<file path="config.mk">
export PLATFORM = sky130hd
export DESIGN_NAME = set_table_insert_delete_lookup
export DESIGN_NICKNAME = d
export VERILOG_FILES = /design/src/settbl_pkg.sv /design/src/settbl_ctrl.sv /design/src/settbl_dpath.sv /design/src/set_table_insert_delete_lookup.sv
export VERILOG_INCLUDE_DIRS = /design/src /design/src/src
export SDC_FILE = /design/constraint.sdc
export NUM_CORES = 2
export LEC_CHECK = 0
export CAP_MARGIN = 20
export CORE_MARGIN = 4
export CORE_UTILIZATION = 45
export DETAILED_ROUTE_END_ITERATION = 6
export DONT_BUFFER_PORTS = 1
export GPL_TIMING_DRIVEN = 0
export SLEW_MARGIN = 20
export SYNTH_ARGS = -nofsm -noshare
export SYNTH_HDL_FRONTEND = slang
export SYNTH_SLANG_ARGS = --single-unit
</file>
<file path="constraint.sdc">
create_clock -name clock -period 11 [get_ports clock]
set_input_delay 0.55 -clock clock [delete_from_list [all_inputs] [get_ports clock]]
set_output_delay 0.55 -clock clock [all_outputs]
set_load 0.02 [all_outputs]
</file>
<file path="src/assert_macros.svh">
`ifndef ASSERT_MACROS_SVH
`define ASSERT_MACROS_SVH

// Same-cycle implication, held off while reset is high
`define ASSERT_IMPLIES(label, clk, rst, ante, cons) \
   label: assert property (@(posedge clk) disable iff (rst) (ante) |-> (cons)) \
      else $error("assertion failed");

// Next-cycle implication, held off while reset is high
`define ASSERT_NEXT(label, clk, rst, ante, cons) \
   label: assert property (@(posedge clk) disable iff (rst) (ante) |=> (cons)) \
      else $error("assertion failed");

// Invariant checked at every edge outside reset
`define ASSERT_ALWAYS(label, clk, rst, prop) \
   label: assert property (@(posedge clk) disable iff (rst) (prop)) \
      else $error("assertion failed");

`endif

</file>
<file path="src/settbl_pkg.sv">
`timescale 1ns / 1ps

package settbl_pkg;

   localparam int DEFAULT_CAPACITY = 32;

   localparam logic [1:0] KIND_INSERT  = 2'd0;
   localparam logic [1:0] KIND_DELETE  = 2'd1;
   localparam logic [1:0] KIND_LOOKUP  = 2'd2;
   localparam logic [1:0] KIND_ORDERED = 2'd3;

   typedef struct packed {
      logic [1:0]         kind;
      logic signed [31:0] value;
   } req_type;

   typedef struct packed {
      logic       present;
      logic       changed;
      logic       refused_full;
      logic [5:0] occupancy;
   } rsp_type;

   // controller to datapath
   typedef struct packed {
      logic load;         // latch request, clear flags, rewind index
      logic scan_rd;      // read entry at index, advance index
      logic set_pos_end;  // insert position is the end of the table
      logic set_pos_ord;  // insert position is first greater entry, else the end; index to end
      logic set_refused;
      logic sh_rd;        // read entry below index
      logic sh_wr;        // move read entry up to index, step index down
      logic del_rd;       // read last entry
      logic del_wr;       // last entry into the matching slot, count down
      logic ins_wr;       // write value at position, count up
      logic rsp_load;
   } cmd_type;

   // datapath to controller
   typedef struct packed {
      logic [1:0] kind;
      logic       hit;
      logic       gt_found;
      logic       full;
      logic       idx_lt_count;
      logic       shift_last;
      logic       rsp_free;
   } sts_type;

endpackage

</file>
<file path="src/settbl_ctrl.sv">
`timescale 1ns / 1ps

module settbl_ctrl (
   input  logic              clock,
   input  logic              reset,
   input  logic              req_valid,
   output logic              req_ready,
   input  settbl_pkg::sts_type sts,
   output settbl_pkg::cmd_type cmd
);
   import settbl_pkg::*;

   typedef enum logic [7:0] {
      ST_IDLE     = 8'b0000_0001,
      ST_SCAN     = 8'b0000_0010,
      ST_DECIDE   = 8'b0000_0100,
      ST_SHIFT_RD = 8'b0000_1000,
      ST_SHIFT_WR = 8'b0001_0000,
      ST_DEL_WR   = 8'b0010_0000,
      ST_WRITE    = 8'b0100_0000,
      ST_RESP     = 8'b1000_0000
   } state_type;

   state_type state_ff, state_in;

   assign req_ready = (state_ff == ST_IDLE);

   always_comb begin
      state_in = state_ff;
      cmd      = '0;
      case (state_ff)
         ST_IDLE: begin
            if (req_valid) begin
               cmd.load = 1'b1;
               state_in = ST_SCAN;
            end
         end
         ST_SCAN: begin
            if (sts.idx_lt_count) begin
               cmd.scan_rd = 1'b1;
            end else begin
               state_in = ST_DECIDE;
            end
         end
         ST_DECIDE: begin
            state_in = ST_RESP;
            case (sts.kind)
               KIND_INSERT, KIND_ORDERED: begin
                  if (!sts.hit) begin
                     if (sts.full) begin
                        cmd.set_refused = 1'b1;
                     end else if (sts.kind == KIND_INSERT) begin
                        cmd.set_pos_end = 1'b1;
                        state_in        = ST_WRITE;
                     end else begin
                        cmd.set_pos_ord = 1'b1;
                        state_in        = sts.gt_found ? ST_SHIFT_RD : ST_WRITE;
                     end
                  end
               end
               KIND_DELETE: begin
                  if (sts.hit) begin
                     cmd.del_rd = 1'b1;
                     state_in   = ST_DEL_WR;
                  end
               end
               default: begin
                  state_in = ST_RESP;
               end
            endcase
         end
         ST_SHIFT_RD: begin
            cmd.sh_rd = 1'b1;
            state_in  = ST_SHIFT_WR;
         end
         ST_SHIFT_WR: begin
            cmd.sh_wr = 1'b1;
            state_in  = sts.shift_last ? ST_WRITE : ST_SHIFT_RD;
         end
         ST_DEL_WR: begin
            cmd.del_wr = 1'b1;
            state_in   = ST_RESP;
         end
         ST_WRITE: begin
            cmd.ins_wr = 1'b1;
            state_in   = ST_RESP;
         end
         ST_RESP: begin
            // hold until the output register is free
            if (sts.rsp_free) begin
               cmd.rsp_load = 1'b1;
               state_in     = ST_IDLE;
            end
         end
         default: begin
            state_in = ST_IDLE;
         end
      endcase
   end

   always_ff @(posedge clock) begin
      if (reset) begin
         state_ff <= ST_IDLE;
      end else begin
         state_ff <= state_in;
      end
   end

endmodule

</file>
<file path="src/settbl_dpath.sv">
`timescale 1ns / 1ps

module settbl_dpath #(
   parameter int CAPACITY = settbl_pkg::DEFAULT_CAPACITY
) (
   input  logic                clock,
   input  logic                reset,
   input  settbl_pkg::req_type req_payload,
   output settbl_pkg::rsp_type rsp_payload,
   output logic                rsp_valid,
   input  logic                rsp_ready,
   input  settbl_pkg::cmd_type cmd,
   output settbl_pkg::sts_type sts
);
   import settbl_pkg::*;

   localparam int AW = (CAPACITY > 1) ? $clog2(CAPACITY) : 1;
   localparam int CW = $clog2(CAPACITY + 1);

   logic [31:0] mem [CAPACITY];

   logic [1:0]         kind_ff;
   logic signed [31:0] value_ff;
   logic [CW-1:0]      idx_ff, idx_in;
   logic [CW-1:0]      pos_ff, pos_in;
   logic [CW-1:0]      count_ff, count_in;
   logic [AW-1:0]      slot_ff, slot_in;
   logic [AW-1:0]      gt_pos_ff, gt_pos_in;
   logic [AW-1:0]      cmp_idx_ff;
   logic               hit_ff, hit_in;
   logic               gt_ff, gt_in;
   logic               cmp_valid_ff;
   logic               changed_ff, changed_in;
   logic               refused_ff, refused_in;
   logic [31:0]        rd_data_ff;
   logic               rsp_valid_ff, rsp_valid_in;
   rsp_type            rsp_ff;

   logic [CW-1:0] idx_m1;
   logic [CW-1:0] count_m1;
   logic          rd_en;
   logic [AW-1:0] rd_addr;
   logic          wr_en;
   logic [AW-1:0] wr_addr;
   logic [31:0]   wr_data;

   assign idx_m1   = idx_ff - CW'(1);
   assign count_m1 = count_ff - CW'(1);

   always_comb begin
      rd_en   = cmd.scan_rd | cmd.sh_rd | cmd.del_rd;
      rd_addr = idx_ff[AW-1:0];
      if (cmd.sh_rd) begin
         rd_addr = idx_m1[AW-1:0];
      end else if (cmd.del_rd) begin
         rd_addr = count_m1[AW-1:0];
      end
   end

   always_comb begin
      wr_en   = cmd.sh_wr | cmd.del_wr | cmd.ins_wr;
      wr_addr = pos_ff[AW-1:0];
      wr_data = value_ff;
      if (cmd.sh_wr) begin
         wr_addr = idx_ff[AW-1:0];
         wr_data = rd_data_ff;
      end else if (cmd.del_wr) begin
         wr_addr = slot_ff;
         wr_data = rd_data_ff;
      end
   end

   always_comb begin
      idx_in     = idx_ff;
      pos_in     = pos_ff;
      count_in   = count_ff;
      slot_in    = slot_ff;
      gt_pos_in  = gt_pos_ff;
      hit_in     = hit_ff;
      gt_in      = gt_ff;
      changed_in = changed_ff;
      refused_in = refused_ff;

      // compare the entry read in the previous scan cycle
      if (cmp_valid_ff) begin
         if (!hit_ff && (rd_data_ff == value_ff)) begin
            hit_in  = 1'b1;
            slot_in = cmp_idx_ff;
         end
         if (!gt_ff && ($signed(rd_data_ff) > value_ff)) begin
            gt_in     = 1'b1;
            gt_pos_in = cmp_idx_ff;
         end
      end

      if (cmd.load) begin
         idx_in     = '0;
         hit_in     = 1'b0;
         gt_in      = 1'b0;
         changed_in = 1'b0;
         refused_in = 1'b0;
      end
      if (cmd.scan_rd) begin
         idx_in = idx_ff + CW'(1);
      end
      if (cmd.set_pos_end) begin
         pos_in = count_ff;
      end
      if (cmd.set_pos_ord) begin
         pos_in = gt_ff ? CW'(gt_pos_ff) : count_ff;
         idx_in = count_ff;
      end
      if (cmd.set_refused) begin
         refused_in = 1'b1;
      end
      if (cmd.sh_wr) begin
         idx_in = idx_m1;
      end
      if (cmd.del_wr) begin
         count_in   = count_m1;
         changed_in = 1'b1;
      end
      if (cmd.ins_wr) begin
         count_in   = count_ff + CW'(1);
         changed_in = 1'b1;
      end
   end

   always_comb begin
      rsp_valid_in = rsp_valid_ff;
      if (cmd.rsp_load) begin
         rsp_valid_in = 1'b1;
      end else if (rsp_ready) begin
         rsp_valid_in = 1'b0;
      end
   end

   always_ff @(posedge clock) begin
      if (wr_en) begin
         mem[wr_addr] <= wr_data;
      end
      if (rd_en) begin
         rd_data_ff <= mem[rd_addr];
      end
   end

   always_ff @(posedge clock) begin
      if (cmd.load) begin
         kind_ff  <= req_payload.kind;
         value_ff <= req_payload.value;
      end
      if (cmd.scan_rd) begin
         cmp_idx_ff <= idx_ff[AW-1:0];
      end
      if (cmd.rsp_load) begin
         rsp_ff.present      <= hit_ff;
         rsp_ff.changed      <= changed_ff;
         rsp_ff.refused_full <= refused_ff;
         rsp_ff.occupancy    <= 6'(count_ff);
      end
      idx_ff     <= idx_in;
      pos_ff     <= pos_in;
      slot_ff    <= slot_in;
      gt_pos_ff  <= gt_pos_in;
      hit_ff     <= hit_in;
      gt_ff      <= gt_in;
      changed_ff <= changed_in;
      refused_ff <= refused_in;
   end

   always_ff @(posedge clock) begin
      if (reset) begin
         count_ff     <= '0;
         cmp_valid_ff <= 1'b0;
         rsp_valid_ff <= 1'b0;
      end else begin
         count_ff     <= count_in;
         cmp_valid_ff <= cmd.scan_rd;
         rsp_valid_ff <= rsp_valid_in;
      end
   end

   assign rsp_valid   = rsp_valid_ff;
   assign rsp_payload = rsp_ff;

   always_comb begin
      sts.kind         = kind_ff;
      sts.hit          = hit_ff;
      sts.gt_found     = gt_ff;
      sts.full         = (count_ff == CW'(CAPACITY));
      sts.idx_lt_count = (idx_ff < count_ff);
      sts.shift_last   = (idx_m1 == pos_ff);
      sts.rsp_free     = !rsp_valid_ff || rsp_ready;
   end

endmodule

</file>
<file path="src/set_table_insert_delete_lookup.sv">
// Sequence: an accepted request scans the stored entries, one read per cycle, then is decided.
// A lookup, a missed delete and a refused or redundant insert go straight to the result;
// an append, an ordered insert and a delete that hits pass a write state first, and an
// ordered insert moves each later entry up by a read and a write. Throughput: one request at
// a time; the result waits for a free output register, and the next is taken once it is loaded.
// Reset: synchronous, active high; empties the table and clears the result slot.
`timescale 1ns / 1ps
`include "assert_macros.svh"

module set_table_insert_delete_lookup #(
   parameter int CAPACITY = settbl_pkg::DEFAULT_CAPACITY
) (
   input  logic                clock,
   input  logic                reset,
   input  logic                req_valid,
   output logic                req_ready,
   input  settbl_pkg::req_type req_payload,
   output logic                rsp_valid,
   input  logic                rsp_ready,
   output settbl_pkg::rsp_type rsp_payload
);
   import settbl_pkg::*;

   cmd_type cmd;
   sts_type sts;

   settbl_ctrl u_ctrl (
      .clock     (clock),
      .reset     (reset),
      .req_valid (req_valid),
      .req_ready (req_ready),
      .sts       (sts),
      .cmd       (cmd)
   );

   settbl_dpath #(
      .CAPACITY (CAPACITY)
   ) u_dpath (
      .clock       (clock),
      .reset       (reset),
      .req_payload (req_payload),
      .rsp_payload (rsp_payload),
      .rsp_valid   (rsp_valid),
      .rsp_ready   (rsp_ready),
      .cmd         (cmd),
      .sts         (sts)
   );

   `ASSERT_IMPLIES(a_no_write_when_full, clock, reset, cmd.ins_wr, !sts.full)
   `ASSERT_IMPLIES(a_delete_needs_hit, clock, reset, cmd.del_wr, sts.hit)
   `ASSERT_ALWAYS(a_one_write_port, clock, reset, $onehot0({cmd.sh_wr, cmd.del_wr, cmd.ins_wr}))
   `ASSERT_NEXT(a_busy_after_accept, clock, reset, req_valid && req_ready, !req_ready)

endmodule

</file>
==> summary.md <==
| Metric | Value |
|---|---|
| Type of origin of the critical path | register |
| Power, Total | 10.0 mW |
| Clock Root Buffer | clkbuf_16 |
| Detailed Place HPWL | 82.3 mm |
| Top cell type's share of synthesized area | 74.1% |
| Top Ports | 49 |
| Core area | 100000 um^2 |
| Hold Worst Slack | 0.0972 ns |
| Crit. End Element | register |
| Mean post-synth cell area | 16.2 um^2 |
| CP required | 11.40 ns |
| Flops & latches, synth | 1146 |
| Clock skew | 0.0311 ns |
| Asr flop ratio synth | 0% |
| Internal power | 7.49 mW |
| Distinct cells, synth | 62 |
| Pre-CTS setup slack | 6.12 ns |
| Vias in the first global route | 26169 |
| Skew-Pair Late Insertion Delay | 0.72 ns |
| DR pass1 iterations | 6 |
| Initial antenna violation count | 2 |
| Port Buffers | 0 |
| Hold path cells | 2 |
| Post-route setup slack | 6.07 ns |
| Unrepaired setup endpoints after global routing | no |
| CTS H-tree depth | 3 |
| Cell Area, Placed | 48500 um^2 |
| Peak supply drop | 0.129 mV |
| Hold Path Origin | rsp_ready |
| Final-stage net count | 3097 |
| Setup violators final | 0 |
| Tmin final | 4.93 ns |
| DR DRC count | 0 |
| Std-Cell Rows | 116 |
| Initial Util | 45.4% |
| P_leak | 17.5 nW |
| Layout cells sized above 1 | 12.8% |
| Most used DFF post-synth | edfxtp_1 |
| Total CTS buffers | 117 |
| Switching part of the total | 25.2% |
| Slew HR | 22.3% |
| Die width | 326 um |
| Yosys warns | 0 |
| Clock share of power | 38.5% |
| Drt wl/cell | 26.7 um |
| Net Count, Synth | 2906 |
| WS Path Type | reg -> reg |
| Die height | 326 um |
| Grt total ovfl | 0 |
| Clock transition at path regs | 0.06 ns |
| Inserted Diodes | 0 |
| Fin area | 52600 um^2 |
| Max cap viols | 0 |
| Die area | 107000 um^2 |
| Combinational power share | 11.9% |
| RR Startpoint | u_dpath.count_ff[0]$_SDFFE_PP0N_ |
| Final slew viol count | 0 |
| Hold Fails Final Rpt | 0 |
| Gate Count Post-Synth | 2823 |
| Synth area leader | edfxtp_1 |
| Maximum clock insertion buffer count | 3 |
| Initial drt markers | 2827 |
| Switching power total | 2.52 mW |
| Most frequent cell after synthesis | edfxtp_1 |
| First-pass GRT wire length | 173 mm |
| Pin count of the biggest net entering global routing | 38 |
| Synthesized cell area | 45600 um^2 |
| Reg-to-reg critical path endpoint | u_dpath.rd_data_ff[24]$_DFFE_PP_ |
| Worst EP arrival | 5.33 ns |
| Post-CTS setup buffer count | 0 |
| Vias/cell | 5.84 |
| DR vias | 26084 |
| Power Dens Cells | 190 nW/um^2 |
| TritonCTS Sinks | 1146 |
| CTS tree | built |
| Worst min path class | in -> reg |
| Number of synthesized flops with an enable pin | 1126 |
| Reg power frac | 49.5% |
| Overall routing resource usage | 22.0% |
| GP Congestion | 0.892 |
| Synth top area cells | edfxtp_1 (74%), mux2i_1 (4.8%), nand2_1 (3.6%) |
| Part of the cycle the worst path needs | 44.8% |
| Area added between synthesis and finish | 15.2% |
| Antenna Nets Post-Route | 0 |
| Outcome | completed |
| WL final | 119 mm |
| Register area share after synthesis | 75.0% |
| CP max FO | 10 |
| WHS Endpoint | u_dpath.rsp_valid$_SDFFE_PP0P_ |
| Synth cell count leaders | edfxtp_1 (1126), nand2_1 (441), mux2i_1 (221) |
| Register-to-register setup slack | 6.07 ns |
| Worst slew pin tran | 1.16 ns |
| Maximum clock frequency | 203 MHz |
| FF-to-FF path depth | 12 |
| Fin Setup TNS | 0 ns |
==> sequential cells by signal, indices dropped and copies added, names as in the netlist, 2 cells and up <==
register	flops
u_dpath.pos_ff	6
u_dpath.value_ff	32
u_dpath.rsp_payload	9
u_dpath.gt_pos_ff	5
u_dpath.mem	1024
u_ctrl.state_ff	8
u_dpath.rd_data_ff	32
u_dpath.idx_ff	6
u_dpath.slot_ff	5
u_dpath.cmp_idx_ff	5
u_dpath.kind_ff	2
u_dpath.count_ff	6
==> layout by cell type (no fill, tap or decap), types with 22 or more instances in the layout <==
cell type | synthesis | final
edfxtp_1 | 1126 | 1126
nand2_1 | 441 | 441
mux2i_1 | 221 | 221
clkbuf_1 | 92 | 120
clkbuf_16 | 0 | 117
nand3_1 | 110 | 110
a32oi_1 | 66 | 66
a221oi_1 | 63 | 63
mux4_2 | 62 | 62
nor2_1 | 80 | 48
o21ai_0 | 48 | 47
inv_1 | 47 | 46
nand4_1 | 45 | 45
ha_1 | 45 | 45
buf_2 | 43 | 44
and3_1 | 40 | 40
a31oi_1 | 37 | 36
dlygate4sd3_1 | 0 | 34
mux2_2 | 32 | 32
a2bb2oi_1 | 32 | 32
nor2_4 | 0 | 32
clkinv_1 | 1 | 28
clkinv_2 | 0 | 23
a21oi_1 | 22 | 22
==> worst max path at each step <==
stage	from	cells past startpoint	to	slack, ns
2_1_floorplan	u_ctrl.state_ff[1]$_SDFFE_PP0P_	8	u_dpath.mem[28][0]$_DFFE_PP_	7.33
3_3_place_gp	u_ctrl.state_ff[1]$_SDFFE_PP0P_	8	u_dpath.mem[25][23]$_DFFE_PP_	4.36
3_5_place_dp	u_dpath.count_ff[0]$_SDFFE_PP0N_	12	u_dpath.rd_data_ff[24]$_DFFE_PP_	6.12
4_1_cts	u_dpath.count_ff[0]$_SDFFE_PP0N_	12	u_dpath.rd_data_ff[24]$_DFFE_PP_	6.06
5_1_grt	u_dpath.idx_ff[0]$_DFFE_PP_	12	u_dpath.rd_data_ff[24]$_DFFE_PP_	5.84
6_report	u_dpath.count_ff[0]$_SDFFE_PP0N_	12	u_dpath.rd_data_ff[24]$_DFFE_PP_	6.07
==> worst max-delay path: stages, from the launching register on <==
cell and delay (ns):
dfxtp_1 0.63, inv_1 0.26, ha_1 0.31, xnor2_1 0.15, a32oi_1 0.26, o22a_1 0.17
buf_2 0.29, buf_2 0.51, clkbuf_1 0.66, mux4_2 0.43, mux2i_1 0.24, a2bb2oi_1 0.49
nand3_1 0.18
==> cell families after synthesis <==
family | share of synthesized area (%)
AOI/OAI and AO/OA | 5.38
xor gates and xnor gates | 0.384
adders and majority gates | 1.23
buffers and inverters | 2.00
DFF | 75.0
muxes | 8.69
and+or+nand+nor | 7.36
==> cell type report <==
cell class | count | area, um^2
buffer | 158 | 733
clock buffer | 145 | 3030
clock inverter | 73 | 721
fill | 8105 | 47900
inverter | 48 | 183
multi-input combinational | 1471 | 10800
sequential | 1146 | 34200
tap | 1357 | 1700
timing repair buffer | 72 | 1210
==> power groups by stage <==
stage          clock network, mW  registers [mW]  logic [mW]
2_1_floorplan                  0            5.03       0.726
3_3_place_gp                   0            5.05        1.14
3_5_place_dp                   0            5.05        1.17
4_1_cts                     3.92            4.96        1.19
5_1_grt                     4.12            4.96        1.28
6_report                    3.86            4.96        1.19
==> through the flow <==
step                cells  utilization [%]
floorplan            2823                -
global placement     4180             47.1
detailed placement   4218             48.3
CTS                  4470             52.3
global route         4470             52.4
finish               4470             52.4
==> timing repair <==
action	CTS	global route
hold buffers	34	0
endpoints found under the hold margin	34	0
gates resized for setup	0	0
==> per-layer routing <==
| layer | vias up | wire length (um) | track usage, % |
|---|---|---|---|
| li1 | 11438 | - | - |
| met1 | 13439 | 48300 | 29.0 |
| met2 | 1025 | 60000 | 38.2 |
| met3 | 180 | 8680 | 3.99 |
| met4 | 2 | 2480 | 5.11 |
| met5 | - | 13 | 0 |
No activity file was read; power rests on OpenSTA's default activity.
